File: config.mk
export PLATFORM = sky130hd
export DESIGN_NAME = sccb_register_access_master_flat
export DESIGN_NICKNAME = d
export VERILOG_FILES = /design/src/rtl/sccb_pkg.sv /design/src/rtl/sccb_req_if.sv /design/src/rtl/sccb_res_if.sv /design/src/rtl/sccb_cfg.sv /design/src/rtl/sccb_seq.sv /design/src/rtl/sccb_register_access_master.sv /design/src/flat_wrapper.sv
export SDC_FILE = /design/constraint.sdc
export NUM_CORES = 1
export LEC_CHECK = 0
export BUFFER_PORTS_ARGS = -buffer_cell sky130_fd_sc_hd__buf_2
export CORE_ASPECT_RATIO = 1.1
export CORE_MARGIN = 8
export CORE_UTILIZATION = 45
export DETAILED_ROUTE_END_ITERATION = 8
export GPL_ROUTABILITY_DRIVEN = 0
export PLACE_DENSITY = 0.73
export SETUP_SLACK_MARGIN = 0.3
export SYNTH_ARGS = -nofsm -noshare
export SYNTH_HDL_FRONTEND = slang
export SYNTH_SLANG_ARGS = --single-unit
File: constraint.sdc
create_clock -name clk_i -period 9.61 [get_ports clk_i]
set_clock_uncertainty 0.15 [all_clocks]
set_input_delay 1.922 -clock clk_i [delete_from_list [all_inputs] [get_ports clk_i]]
set_output_delay 1.922 -clock clk_i [all_outputs]
set_load 0.005 [all_outputs]
File: src/rtl/sccb_pkg.sv
`timescale 1ns / 1ps
// ----------------------------------------------------------------------------
// SCCB master package
// Types, codes and reset values shared by the SCCB register access master.
// ----------------------------------------------------------------------------
package sccb_pkg;

  localparam int unsigned DevAddrW  = 7;
  localparam int unsigned PhaseW    = 8;
  localparam int unsigned ByteW     = 8;
  localparam int unsigned CfgIdxW   = 1;
  localparam int unsigned CfgDataW  = 8;

  localparam logic [DevAddrW-1:0] DevAddrRst = 7'd33;
  localparam logic [PhaseW-1:0]   PhaseRst   = 8'd2;

  // Configuration register indexes
  typedef enum logic [CfgIdxW-1:0] {
    CFG_DEV_ADDR    = 1'b0,
    CFG_PHASE_TICKS = 1'b1
  } cfg_idx_e;

  // Bus sequencer stages
  typedef enum logic [3:0] {
    ST_IDLE     = 4'd0,
    ST_START_A  = 4'd1,
    ST_DEV_W    = 4'd2,
    ST_REG      = 4'd3,
    ST_DATA     = 4'd4,
    ST_STOP_END = 4'd5,
    ST_STOP_MID = 4'd6,
    ST_START_B  = 4'd7,
    ST_DEV_R    = 4'd8,
    ST_READ     = 4'd9,
    ST_NOACK    = 4'd10
  } step_e;

  typedef struct packed {
    logic             req_valid;
    logic             req_type;
    logic [ByteW-1:0] reg_addr;
    logic [ByteW-1:0] write_data;
    logic             sda_in;
  } sccb_req_t;

  typedef struct packed {
    logic             scl;
    logic             sda_out;
    logic             sda_drive;
    logic             busy_res;
    logic             done_res;
    logic             success;
    logic [ByteW-1:0] read_data;
  } sccb_res_t;

  typedef struct packed {
    logic [DevAddrW-1:0] dev_addr;
    logic [PhaseW-1:0]   phase_ticks;
  } sccb_cfg_t;

endpackage

File: src/rtl/sccb_req_if.sv
`timescale 1ns / 1ps
// ----------------------------------------------------------------------------
// SCCB tick channel
// Valid/ready channel that carries one input tick item.
// ----------------------------------------------------------------------------
interface sccb_req_if;
  logic               valid;
  logic               ready;
  sccb_pkg::sccb_req_t data;

  modport source (output valid, output data, input ready);
  modport sink   (input valid, input data, output ready);
endinterface

File: src/rtl/sccb_res_if.sv
`timescale 1ns / 1ps
// ----------------------------------------------------------------------------
// SCCB result channel
// Valid/ready channel that carries one result item per tick.
// ----------------------------------------------------------------------------
interface sccb_res_if;
  logic               valid;
  logic               ready;
  sccb_pkg::sccb_res_t data;

  modport source (output valid, output data, input ready);
  modport sink   (input valid, input data, output ready);
endinterface

File: src/rtl/sccb_cfg.sv
`timescale 1ns / 1ps
// ----------------------------------------------------------------------------
// SCCB configuration registers
// Holds the device address and the phase hold length.
// ----------------------------------------------------------------------------
module sccb_cfg (
  input  logic                           clk_i,
  input  logic                           rst_ni,
  input  logic                           cfg_we_i,
  input  logic [sccb_pkg::CfgIdxW-1:0]   cfg_idx_i,
  input  logic [sccb_pkg::CfgDataW-1:0]  cfg_wdata_i,
  output sccb_pkg::sccb_cfg_t            cfg_o
);

  sccb_pkg::sccb_cfg_t cfg_d, cfg_q;

  always_comb begin
    cfg_d = cfg_q;
    if (cfg_we_i) begin
      unique case (sccb_pkg::cfg_idx_e'(cfg_idx_i))
        sccb_pkg::CFG_DEV_ADDR:    cfg_d.dev_addr    = cfg_wdata_i[sccb_pkg::DevAddrW-1:0];
        sccb_pkg::CFG_PHASE_TICKS: cfg_d.phase_ticks = cfg_wdata_i[sccb_pkg::PhaseW-1:0];
        default: cfg_d = cfg_q;
      endcase
    end
  end

  always_ff @(posedge clk_i or negedge rst_ni) begin
    if (!rst_ni) begin
      cfg_q.dev_addr    <= sccb_pkg::DevAddrRst;
      cfg_q.phase_ticks <= sccb_pkg::PhaseRst;
    end else begin
      cfg_q <= cfg_d;
    end
  end

  assign cfg_o = cfg_q;

endmodule

File: src/rtl/sccb_seq.sv
`timescale 1ns / 1ps
// ----------------------------------------------------------------------------
// SCCB bus sequencer
// Advances the pin-level start/byte/ack/read/stop sequence by one tick.
// ----------------------------------------------------------------------------
module sccb_seq (
  input  logic                clk_i,
  input  logic                rst_ni,
  input  logic                step_i,
  input  sccb_pkg::sccb_req_t tick_i,
  input  sccb_pkg::sccb_cfg_t cfg_i,
  output sccb_pkg::sccb_res_t res_o
);

  sccb_pkg::step_e st_d, st_q;
  logic [1:0]                  sub_d, sub_q;
  logic [3:0]                  bit_d, bit_q;
  logic [sccb_pkg::PhaseW-1:0] pc_d, pc_q;
  logic [sccb_pkg::ByteW-1:0]  shift_d, shift_q;
  logic [sccb_pkg::ByteW-1:0]  rx_d, rx_q;
  logic [sccb_pkg::ByteW-1:0]  lreg_d, lreg_q;
  logic [sccb_pkg::ByteW-1:0]  ldat_d, ldat_q;
  logic                        rd_d, rd_q;
  logic                        nack_d, nack_q;
  logic                        scl_d, scl_q;
  logic                        sda_d, sda_q;
  logic                        drv_d, drv_q;

  logic enter, go_idle, dec, new_req, done;
  logic [sccb_pkg::ByteW-1:0] addr_w;

  assign addr_w = {cfg_i.dev_addr, 1'b0};

  // Next stage, sub-phase and bit
  always_comb begin
    st_d    = st_q;
    sub_d   = sub_q;
    bit_d   = bit_q;
    shift_d = shift_q;
    rd_d    = rd_q;
    lreg_d  = lreg_q;
    ldat_d  = ldat_q;
    enter   = 1'b0;
    go_idle = 1'b0;
    dec     = 1'b0;
    new_req = 1'b0;
    done    = 1'b0;
    if (step_i) begin
      if (st_q == sccb_pkg::ST_IDLE) begin
        sub_d = 2'd0;
        if (tick_i.req_valid) begin
          new_req = 1'b1;
          rd_d    = tick_i.req_type;
          lreg_d  = tick_i.reg_addr;
          ldat_d  = tick_i.write_data;
          enter   = 1'b1;
          st_d    = sccb_pkg::ST_START_A;
          bit_d   = 4'd0;
        end
      end else if (pc_q != '0) begin
        dec = 1'b1;
      end else begin
        enter = 1'b1;
        unique case (st_q)
          sccb_pkg::ST_START_A, sccb_pkg::ST_START_B: begin
            bit_d = 4'd0;
            if (sub_q != 2'd3) begin
              sub_d = sub_q + 2'd1;
            end else begin
              sub_d   = 2'd0;
              st_d    = (st_q == sccb_pkg::ST_START_A) ? sccb_pkg::ST_DEV_W : sccb_pkg::ST_DEV_R;
              shift_d = (st_q == sccb_pkg::ST_START_A) ? addr_w : (addr_w | 8'h01);
            end
          end
          sccb_pkg::ST_DEV_W, sccb_pkg::ST_REG, sccb_pkg::ST_DATA, sccb_pkg::ST_DEV_R: begin
            if (!bit_q[3]) begin
              if (sub_q != 2'd2) begin
                sub_d = sub_q + 2'd1;
              end else begin
                sub_d = 2'd0;
                bit_d = bit_q + 4'd1;
              end
            end else if (sub_q != 2'd3) begin
              sub_d = sub_q + 2'd1;
            end else begin
              sub_d = 2'd0;
              bit_d = 4'd0;
              if (nack_q) begin
                st_d = sccb_pkg::ST_STOP_END;
              end else if (st_q == sccb_pkg::ST_DEV_W) begin
                st_d    = sccb_pkg::ST_REG;
                shift_d = lreg_q;
              end else if (st_q == sccb_pkg::ST_REG) begin
                if (rd_q) begin
                  st_d = sccb_pkg::ST_STOP_MID;
                end else begin
                  st_d    = sccb_pkg::ST_DATA;
                  shift_d = ldat_q;
                end
              end else if (st_q == sccb_pkg::ST_DATA) begin
                st_d = sccb_pkg::ST_STOP_END;
              end else begin
                st_d = sccb_pkg::ST_READ;
              end
            end
          end
          sccb_pkg::ST_READ: begin
            if (sub_q != 2'd2) begin
              sub_d = sub_q + 2'd1;
            end else if (bit_q < 4'd7) begin
              sub_d = 2'd0;
              bit_d = bit_q + 4'd1;
            end else begin
              st_d  = sccb_pkg::ST_NOACK;
              sub_d = 2'd0;
              bit_d = 4'd0;
            end
          end
          sccb_pkg::ST_NOACK: begin
            bit_d = 4'd0;
            if (sub_q != 2'd3) begin
              sub_d = sub_q + 2'd1;
            end else begin
              st_d  = sccb_pkg::ST_STOP_END;
              sub_d = 2'd0;
            end
          end
          sccb_pkg::ST_STOP_MID: begin
            bit_d = 4'd0;
            if (sub_q != 2'd2) begin
              sub_d = sub_q + 2'd1;
            end else begin
              st_d  = sccb_pkg::ST_START_B;
              sub_d = 2'd0;
            end
          end
          sccb_pkg::ST_STOP_END: begin
            bit_d = 4'd0;
            if (sub_q != 2'd2) begin
              sub_d = sub_q + 2'd1;
            end else begin
              enter   = 1'b0;
              go_idle = 1'b1;
              done    = 1'b1;
              st_d    = sccb_pkg::ST_IDLE;
              sub_d   = 2'd0;
            end
          end
          default: begin
            enter   = 1'b0;
            go_idle = 1'b1;
            st_d    = sccb_pkg::ST_IDLE;
            sub_d   = 2'd0;
            bit_d   = 4'd0;
          end
        endcase
      end
    end
  end

  // Line levels, sampling and hold counter of the phase being entered
  always_comb begin
    pc_d   = pc_q;
    scl_d  = scl_q;
    sda_d  = sda_q;
    drv_d  = drv_q;
    nack_d = new_req ? 1'b0 : nack_q;
    rx_d   = new_req ? '0 : rx_q;
    if (dec) begin
      pc_d = pc_q - 8'd1;
    end
    if (go_idle) begin
      pc_d = '0;
    end
    if (enter) begin
      pc_d = (cfg_i.phase_ticks == '0) ? '0 : cfg_i.phase_ticks - 8'd1;
      unique case (st_d)
        sccb_pkg::ST_START_A, sccb_pkg::ST_START_B: begin
          case (sub_d)
            2'd0:    begin sda_d = 1'b1; drv_d = 1'b1; end
            2'd1:    scl_d = 1'b1;
            2'd2:    begin sda_d = 1'b0; drv_d = 1'b1; end
            default: scl_d = 1'b0;
          endcase
        end
        sccb_pkg::ST_DEV_W, sccb_pkg::ST_REG, sccb_pkg::ST_DATA, sccb_pkg::ST_DEV_R: begin
          if (!bit_d[3]) begin
            case (sub_d)
              2'd0:    begin sda_d = shift_d[~bit_d[2:0]]; drv_d = 1'b1; end
              2'd1:    scl_d = 1'b1;
              default: scl_d = 1'b0;
            endcase
          end else begin
            // acknowledge slot: release data, sample on the third phase
            case (sub_d)
              2'd0:    begin sda_d = 1'b1; drv_d = 1'b0; end
              2'd1:    scl_d = 1'b1;
              2'd2:    nack_d = tick_i.sda_in;
              default: scl_d = 1'b0;
            endcase
          end
        end
        sccb_pkg::ST_READ: begin
          case (sub_d)
            2'd0: begin sda_d = 1'b0; drv_d = 1'b0; scl_d = 1'b1; end
            2'd1: begin
              if (tick_i.sda_in && !bit_d[3]) begin
                rx_d[~bit_d[2:0]] = 1'b1;
              end
            end
            default: scl_d = 1'b0;
          endcase
        end
        sccb_pkg::ST_NOACK: begin
          case (sub_d)
            2'd0:    begin sda_d = 1'b1; drv_d = 1'b1; end
            2'd1:    scl_d = 1'b1;
            2'd2:    scl_d = 1'b0;
            default: begin sda_d = 1'b0; drv_d = 1'b1; end
          endcase
        end
        sccb_pkg::ST_STOP_END, sccb_pkg::ST_STOP_MID: begin
          case (sub_d)
            2'd0:    begin sda_d = 1'b0; drv_d = 1'b1; end
            2'd1:    scl_d = 1'b1;
            default: begin sda_d = 1'b1; drv_d = 1'b1; end
          endcase
        end
        default: pc_d = pc_d;
      endcase
    end
  end

  always_ff @(posedge clk_i or negedge rst_ni) begin
    if (!rst_ni) begin
      st_q    <= sccb_pkg::ST_IDLE;
      sub_q   <= '0;
      bit_q   <= '0;
      pc_q    <= '0;
      shift_q <= '0;
      rx_q    <= '0;
      lreg_q  <= '0;
      ldat_q  <= '0;
      rd_q    <= 1'b0;
      nack_q  <= 1'b0;
      scl_q   <= 1'b1;
      sda_q   <= 1'b1;
      drv_q   <= 1'b1;
    end else begin
      st_q    <= st_d;
      sub_q   <= sub_d;
      bit_q   <= bit_d;
      pc_q    <= pc_d;
      shift_q <= shift_d;
      rx_q    <= rx_d;
      lreg_q  <= lreg_d;
      ldat_q  <= ldat_d;
      rd_q    <= rd_d;
      nack_q  <= nack_d;
      scl_q   <= scl_d;
      sda_q   <= sda_d;
      drv_q   <= drv_d;
    end
  end

  always_comb begin
    res_o.scl       = scl_d;
    res_o.sda_out   = sda_d;
    res_o.sda_drive = drv_d;
    res_o.busy_res  = (st_d != sccb_pkg::ST_IDLE);
    res_o.done_res  = done;
    res_o.success   = done && !nack_d;
    res_o.read_data = (done && !nack_d && rd_d) ? rx_d : '0;
  end

endmodule

File: src/rtl/sccb_register_access_master.sv
`timescale 1ns / 1ps
// ----------------------------------------------------------------------------
// SCCB register access master
// Pin-level SCCB master for one camera register write or read per request.
// ----------------------------------------------------------------------------
// Path: a tick item is taken into the input register, then the sequencer step
//   writes its result into the result register that drives the result channel.
// Throughput: one tick item per cycle; while a result waits the input
//   register takes one more item, then the input side stalls.
// Reset: asynchronous, active low; sequencer idle, clock and data high and
//   driven, configuration back to address 33 and two ticks per phase.
module sccb_register_access_master (
  input  logic                          clk_i,
  input  logic                          rst_ni,
  sccb_req_if.sink                      req_i,
  sccb_res_if.source                    res_o,
  input  logic                          cfg_we_i,
  input  logic [sccb_pkg::CfgIdxW-1:0]  cfg_idx_i,
  input  logic [sccb_pkg::CfgDataW-1:0] cfg_wdata_i
);

  sccb_pkg::sccb_cfg_t cfg;
  sccb_pkg::sccb_req_t in_data_q;
  sccb_pkg::sccb_res_t out_data_q, seq_res;
  logic                in_vld_q, out_vld_q;
  logic                adv, step;

  assign adv         = !out_vld_q || res_o.ready;
  assign step        = in_vld_q && adv;
  assign req_i.ready = !in_vld_q || adv;

  sccb_cfg u_cfg (
    .clk_i       (clk_i),
    .rst_ni      (rst_ni),
    .cfg_we_i    (cfg_we_i),
    .cfg_idx_i   (cfg_idx_i),
    .cfg_wdata_i (cfg_wdata_i),
    .cfg_o       (cfg)
  );

  sccb_seq u_seq (
    .clk_i  (clk_i),
    .rst_ni (rst_ni),
    .step_i (step),
    .tick_i (in_data_q),
    .cfg_i  (cfg),
    .res_o  (seq_res)
  );

  always_ff @(posedge clk_i or negedge rst_ni) begin
    if (!rst_ni) begin
      in_vld_q  <= 1'b0;
      out_vld_q <= 1'b0;
    end else begin
      if (req_i.ready) begin
        in_vld_q <= req_i.valid;
      end
      if (adv) begin
        out_vld_q <= in_vld_q;
      end
    end
  end

  always_ff @(posedge clk_i) begin
    if (req_i.valid && req_i.ready) begin
      in_data_q <= req_i.data;
    end
    if (step) begin
      out_data_q <= seq_res;
    end
  end

  assign res_o.valid = out_vld_q;
  assign res_o.data  = out_data_q;

  a_step_fills_out: assert property (@(posedge clk_i) disable iff (!rst_ni)
    step |=> out_vld_q)
    else $error("stepped item did not reach the result register");

  a_done_not_busy: assert property (@(posedge clk_i) disable iff (!rst_ni)
    out_vld_q && out_data_q.done_res |-> !out_data_q.busy_res)
    else $error("done reported while still busy");

  a_success_with_done: assert property (@(posedge clk_i) disable iff (!rst_ni)
    out_vld_q && out_data_q.success |-> out_data_q.done_res)
    else $error("success without done");

  a_rdata_with_success: assert property (@(posedge clk_i) disable iff (!rst_ni)
    out_vld_q && (out_data_q.read_data != '0) |-> out_data_q.success)
    else $error("read data shown without a successful end");

  a_idle_lines: assert property (@(posedge clk_i) disable iff (!rst_ni)
    out_vld_q && !out_data_q.busy_res |->
      out_data_q.scl && out_data_q.sda_out && out_data_q.sda_drive)
    else $error("bus lines not released high while idle");

endmodule
File: src/flat_wrapper.sv
// flat-port wrapper written by rule: the top's interface ports become plain ports
module sccb_register_access_master_flat 
  (clk_i, rst_ni, cfg_we_i, cfg_idx_i, cfg_wdata_i, req_i_valid, req_i_data, req_i_ready, res_o_valid, res_o_data, res_o_ready);
  sccb_req_if req_i_i ();
  sccb_res_if res_o_i ();
  input  logic clk_i;
  input  logic rst_ni;
  input  logic cfg_we_i;
  input  logic [sccb_pkg::CfgIdxW-1:0] cfg_idx_i;
  input  logic [sccb_pkg::CfgDataW-1:0] cfg_wdata_i;
  input wire logic [$bits(req_i_i.valid)-1:0] req_i_valid;
  input wire logic [$bits(req_i_i.data)-1:0] req_i_data;
  output wire logic [$bits(req_i_i.ready)-1:0] req_i_ready;
  output wire logic [$bits(res_o_i.valid)-1:0] res_o_valid;
  output wire logic [$bits(res_o_i.data)-1:0] res_o_data;
  input wire logic [$bits(res_o_i.ready)-1:0] res_o_ready;
  assign req_i_i.valid = req_i_valid;
  assign req_i_i.data = req_i_data;
  assign req_i_ready = req_i_i.ready;
  assign res_o_valid = res_o_i.valid;
  assign res_o_data = res_o_i.data;
  assign res_o_i.ready = res_o_ready;
  sccb_register_access_master u_core (.clk_i(clk_i), .rst_ni(rst_ni), .req_i(req_i_i), .res_o(res_o_i), .cfg_we_i(cfg_we_i), .cfg_idx_i(cfg_idx_i), .cfg_wdata_i(cfg_wdata_i));
endmodule
==> metrics.csv, run 1 <==
metric,value,unit
outcome,finished clean,
"commonest non-fill, non-tap cell in the layout",nand2_1,
worst hold path startpoint,u_core.in_data_q[5]$_DFFE_PP_,
top_reg_cell synth,dfrtp_1,
clk sinks,105,
largest net degree at the start of global routing,73,
Die Wd,123.7,µm
Final WS setup,4.356,ns
# IOs,49,
crit-path cells,buf_2 -> nand2b_1 -> nand2_1 -> inv_1 -> o21ai_0 -> nor2_1 -> or4b_1 -> or2_4 -> o21ai_2 -> and2b_1,
Vias,4486,
CTS tree,yes,
maximum vdd drop,0.1318,mV
drt initial violations,334,
# Max-Cap Violations,0,
FF-to-FF path depth,12,
final WL,13120,µm
area delta synth->final,10.88,%
Nets,648,
Yosys top cell area share,28.78,%
Rows,43,
max_slew headroom,26.39,%
fraction of layout cells with a size suffix above 1,18.06,%
residual DRC count,0,
Num CTS Buffers,9,
gr usage total,16.40,%
final period utilization,54.68,%
# diodes,0,
Clock Latency Late Sink,0.35,ns
Max Buffers Root-to-Sink,2,
post-route ant nets,0,
WHS Path Cells,2,
Yosys cell types,80,
Least-Margin Pin Slew,1.100,ns
Root Buffer,clkbuf_16,
Filler Cells Inserted,1069,
register area share after synthesis,48.79,%
Hold Crit Endpoint,u_core.u_seq.ldat_q[4]$_DFFE_PN0P_,
Synth area leader,dfrtp_1,
DRT Pass-1 Iters,5,
initial antenna violation count,0,
Post-DP HPWL,9304,µm
Max Freq,190.3,MHz
kind of end point of the critical path,flop,
starting density of the core,45.78,%
WHS,0.2876,ns
Final min period,5.254,ns
"FFs w/ async S/R, synth",68.57,%
number of synthesized flops with an enable pin,33,
grt ovf,0,
port bufs,48,
crit-path max FO,17,
total power,1.178,mW
Worst R2R End,u_core.res_o.data[4]$_SDFFCE_PN0P_,
CP max stage cell,nor2_1,
Critical Path Max Stage Delay,0.73,ns
Post-Layout Inst Area,6364,µm²
number of global-route vias before repair,4403,
dpl ws,4.048,ns
register bit total from synthesis,105,
die area,16630,µm²
postcts setup bufs,0,
R2R setup slack,5.22,ns
final setup fails,0,
Setup CP Type,primary input to flop,
RSZ-0062 raised after global routing,false,
mapped cell area,5739,µm²
Vert. Die Dim,134.4,µm
DP Area,6076,µm²
worst hold path type,flop to flop,
critical path arrival,5.32,ns
critical path required time,9.68,ns
RR Startpoint,u_core.u_seq.st_q[3]$_DFF_PN0_,
"commonest cells after routing, fill and taps aside","nand2_1 (92), dfrtp_1 (66), buf_2 (48)",
Mapped Nets,611,
total negative slack,0,ns
H-tree Lvls,3,
CP Launch Type,primary input,
post-cts repair resize count,0,
"CTS clk-pin slew, worst paths",0.07,ns
Syn Inst Count,567,
"Avg Cell Area, Syn",10.12,µm²
vias per cell,5.856,
Leak,2.665,nW
synth warn,0,
first-pass GRT wire length,21880,µm
core footprint,12540,µm²
DR WL/cell,17.13,µm
Post-CTS Hold Fix Bufs,0,
Pins Over Slew Limit,0,
Final Hold Violating Endpoints,0,
ranking of synthesized cells by area,"dfrtp_1 (29%), edfxtp_1 (17%), nand2_1 (6.0%)",
P per Cell Area,185.1,nW/µm²
-- layout make-up --
type                    instances  area (µm²)  area share, %
well taps                     157       196.4          3.087
multi-input cells             412        2715          42.67
clock buffers                  11       254.0          3.991
flip-flops and latches        105        2800          44.00
inverters                      23       86.33          1.357
clock inverters                 5       33.78         0.5309
repair buffers                 53       277.8          4.365
-- critical path: cells and delay by family --
kind / cells / cell delay, ns
AO/OA/AOI/OAI: 2 / 0.76
buffers and inverters: 2 / 0.65
AND/OR/NAND/NOR: 6 / 1.98
-- routing by layer --
layer | global-route usage (%) | share of wire, %
met1 | 19.93 | 41
met2 | 27.22 | 51
met3 | 2.942 | 4.8
met4 | 7.971 | 3.6
met5 | 0 | 0
-- synthesized netlist by cell type (all sizes together), types with 9 or more instances --
cell,number
nor2b,14
ha,11
o22ai,16
a21oi,22
mux2i,23
nand2b,12
buf,17
edfxtp,33
mux2,16
a22o,9
nor2,35
dfrtp,66
clkbuf,10
o21ai,30
nor3,11
inv,23
nand2,92
-- cell families after synthesis --
group,Yosys count,synth area share [%]
adders and majority gates,12,2.572
and+or+nand+nor,215,19.40
muxes,39,7.151
AOI/OAI and AO/OA,138,16.96
DFF,105,48.79
buffers and inverters,50,3.902
xor gates and xnor gates,8,1.221
-- flip-flops by register name, indices dropped and copies added, names as in the netlist, 8 cells and up --
name                  flops
u_core.u_seq.pc_q         8
u_core.u_cfg.cfg_o       15
u_core.res_o.data        14
u_core.in_data_q         19
u_core.u_seq.lreg_q       8
u_core.u_seq.ldat_q       8
u_core.u_seq.shift_q      8
u_core.u_seq.rx_q         8
-- worst max path at each step --
stage / slack, ns / endpoint / from / cells after the start
after detailed placement: 4.05 / u_core.res_o.data[4]$_SDFFCE_PN0P_ / res_o_ready / 10
after global routing: 4.09 / u_core.res_o.data[2]$_SDFFCE_PN0P_ / res_o_ready / 10
after global placement: 4.19 / u_core.res_o.data[6]$_SDFFCE_PN0P_ / res_o_ready / 10
after floorplan: 4.69 / u_core.res_o.data[4]$_SDFFCE_PN0P_ / res_o_ready / 13
final: 4.36 / u_core.res_o.data[4]$_SDFFCE_PN0P_ / res_o_ready / 10
after CTS: 4.40 / u_core.res_o.data[4]$_SDFFCE_PN0P_ / res_o_ready / 10
-- report_power, final --
| part | leakage (nW) | total, mW | internal [mW] | switching, mW |
|---|---|---|---|---|
| combinational | 1.31 | 0.220 | 0.0902 | 0.130 |
| sequential | 1.21 | 0.602 | 0.544 | 0.0581 |
| clock | 0.146 | 0.356 | 0.193 | 0.163 |
| total | 2.66 | 1.18 | 0.827 | 0.351 |
-- metrics by stage --
| step | utilization, % | std cells |
|---|---|---|
| after floorplan | - | 567 |
| after global placement | 48.47 | 750 |
| after detailed placement | 48.47 | 750 |
| after CTS | 50.76 | 766 |
| after global routing | 50.76 | 766 |
| final | 50.76 | 766 |
No activity file was read; power rests on OpenSTA's default activity.
==> run 2, diff against run 1 <==
Settings changed: ABC_AREA set to 1, PLACE_DENSITY 0.73 to 0.75.
Clock period 9.61 ns to 4.4 ns, I/O delays scaled along.
==> metrics.csv, run 2 <==
metric,value,unit,change
outcome,finished clean,,
core footprint,13160,µm²,+5.0%
Synth area leader,dfrtp_1,,
Filler Cells Inserted,1259,,+18%
starting density of the core,45.78,%,about the same
drt initial violations,415,,+24%
Final min period,3.591,ns,
gr usage total,16.80,%,+0.40 points
# IOs,49,,unchanged
Yosys cell types,40,,-50%
critical path required time,4.47,ns,-5.21 ns
area delta synth->final,12.86,%,
crit-path max FO,14,,-3
initial antenna violation count,0,,unchanged
Rows,44,,+2.3%
die area,17350,µm²,+4.3%
post-cts repair resize count,0,,unchanged
Pins Over Slew Limit,0,,unchanged
"commonest non-fill, non-tap cell in the layout",nand2_1,,
"FFs w/ async S/R, synth",68.57,%,unchanged
DR WL/cell,13.54,µm,-21%
Post-CTS Hold Fix Bufs,0,,unchanged
residual DRC count,0,,unchanged
number of global-route vias before repair,4948,,+12%
Yosys top cell area share,27.42,%,-1.4 points
critical path arrival,3.66,ns,-1.66 ns
Die Wd,126.3,µm,+2.1%
number of flip-flops in the largest register,19,,unchanged
total negative slack,0,ns,unchanged
final period utilization,81.62,%,
DP Area,6451,µm²,+6.2%
top_reg_cell synth,dfrtp_1,,
top post-synthesis cells by count,"nand2_1 (281), inv_1 (95), nor2_1 (90)",,
synth warn,0,,unchanged
H-tree Lvls,3,,unchanged
Crit path max-delay family,simple AND/OR/NAND/NOR gates,,
largest net degree at the start of global routing,41,,-44%
maximum vdd drop,0.3715,mV,+180%
CP Launch Type,flop,,
Post-DP HPWL,10470,µm,+13%
Post-Layout Inst Area,6798,µm²,+6.8%
# diodes,0,,unchanged
WHS,0.2886,ns,+0.0009250 ns
clk sinks,105,,unchanged
Num CTS Buffers,9,,unchanged
Clock Latency Late Sink,0.36,ns,about the same
kind of end point of the critical path,flop,,
placed instance count,1008,,+34%
worst hold path type,flop to flop,,
P per Cell Area,588.9,nW/µm²,+220%
register area share after synthesis,46.49,%,-2.3 points
Least-Margin Pin Slew,0.7659,ns,-0.3343 ns
most frequent cell after synthesis,nand2_1,,
post-route ant nets,0,,unchanged
postcts setup bufs,0,,unchanged
Storage cell area,2800,µm²,unchanged
Vias,5182,,+16%
Final Hold Violating Endpoints,0,,unchanged
fraction of layout cells with a size suffix above 1,13.44,%,-4.6 points
Critical Path Max Stage Delay,0.60,ns,-0.13 ns
Final WS setup,0.8087,ns,-3.547 ns
dpl ws,0.8418,ns,-3.206 ns
mapped cell area,6023,µm²,+4.9%
grt ovf,0,,unchanged
DRT Pass-1 Iters,5,,unchanged
Reg with most FFs,u_core.in_data_q,,
max_slew headroom,48.94,%,+23 points
"CTS clk-pin slew, worst paths",0.07,ns,about the same
area of the multi-input gates,2763,µm²,+1.8%
post-route insts no fill,1024,,+34%
Mapped Nets,851,,+39%
total power,4.003,mW,+240%
port bufs,48,,unchanged
final WL,13870,µm,+5.7%
Vert. Die Dim,137.3,µm,+2.2%
Max Buffers Root-to-Sink,2,,unchanged
vias per cell,5.061,,-14%
number of synthesized flops with an enable pin,33,,unchanged
Leak,3.465,nW,+30%
# Max-Cap Violations,0,,unchanged
first-pass GRT wire length,23650,µm,+8.1%
"Avg Cell Area, Syn",7.464,µm²,-26%
crit-path cells,inv_1 -> nand2_2 -> nor2_1 -> nor2_1 -> nand2_1 -> a21oi_1 -> o21a_1 -> nor2_1 -> nor2_1 -> ha_1 -> inv_1 -> nor2_1 -> nand3_1 -> nor3_1 -> nor2_1 -> nor2_1,,
Nets,902,,+39%
Finished Core Util,51.66,%,+0.90 points
Root Buffer,clkbuf_16,,
Syn Inst Count,807,,+42%
CP most frequent cell,nor2_1,,
CP max stage cell,dfrtp_1,,
ranking of synthesized cells by area,"dfrtp_1 (27%), nand2_1 (18%), edfxtp_1 (16%)",,
Max Freq,278.5,MHz,
CP Buf/Inv Count,2,,unchanged
"commonest cells after routing, fill and taps aside","nand2_1 (281), inv_1 (95), nor2_1 (90)",,
Setup CP Type,flop to flop,,
CTS tree,yes,,
RSZ-0062 raised after global routing,false,,
final setup fails,0,,unchanged
register bit total from synthesis,105,,unchanged
-- run 2: cell count changes after synthesis, moves of 7 or more --
cell	before	now
inv_2	1	8
nor2_1	35	90
nand2_1	92	281
nor2b_1	14	0
o22ai_1	16	8
mux2_2	16	1
inv_1	22	95
nand3_1	6	45
o21ai_0	19	51
nand2b_1	11	0
mux2i_1	23	0
a22o_1	9	0
-- run 2: area by class of cell --
cell class	instances	area share (%)
Clock inverter	7	1.785
Sequential cell	105	41.19
Clock buffer	9	3.313
Multi-Input combinational cell	582	40.64
Inverter	105	5.798
Timing Repair Buffer	55	4.307
Tap cell	161	2.963
-- run 2: report_power, final --
part / internal (mW) / switching, mW
Clock: 0.515 / 0.393
Sequential: 1.28 / 0.210
Combinational: 0.532 / 1.08
-- run 2: final timing paths --
kind                       slack, ns  cells past startpoint                                  to                           start
max                             0.81                     16  u_core.res_o.data[4]$_SDFFCE_PN0P_  u_core.u_seq.st_q[0]$_DFF_PN0_
min                             0.29                      2  u_core.u_seq.ldat_q[0]$_DFFE_PN0P_   u_core.in_data_q[1]$_DFFE_PP_
max reg2reg                     0.81                     16  u_core.res_o.data[4]$_SDFFCE_PN0P_  u_core.u_seq.st_q[0]$_DFF_PN0_
min reg2reg                     0.29                      2  u_core.u_seq.ldat_q[0]$_DFFE_PN0P_   u_core.in_data_q[1]$_DFFE_PP_
max in group asynchronous       2.66                      2      u_core.u_seq.rx_q[3]$_DFF_PN0_                          rst_ni
min in group asynchronous       0.44                      1   u_core.u_cfg.cfg_o[3]$_DFFE_PN0P_                          rst_ni
-- run 2: cells by family (layout without fill, tap and decap cells) --
kind of cell | after synthesis | count (layout) | synth area share (%)
fa+ha+maj | 11 | 11 | 2.285
mux | 1 | 1 | 0.1869
simple gates | 461 | 461 | 32.59
buf+inv | 120 | 176 | 7.644
xor+xnor | 11 | 11 | 1.600
flops | 105 | 105 | 46.49
compound gates | 98 | 98 | 9.202
-- run 2: metal layers --
layer	vias to the layer above	track usage, %	wire (µm)
met5	-	0	0
met4	0	6.957	231
met3	14	2.168	676
met2	146	28.38	6514
met1	2357	21.47	6443
li1	2665	-	-
-- run 2: tightest hold or removal path: cells and delay by family, from the launching register on --
family        cells  cell delay, ns
simple gates      2            0.09
flops             1            0.32
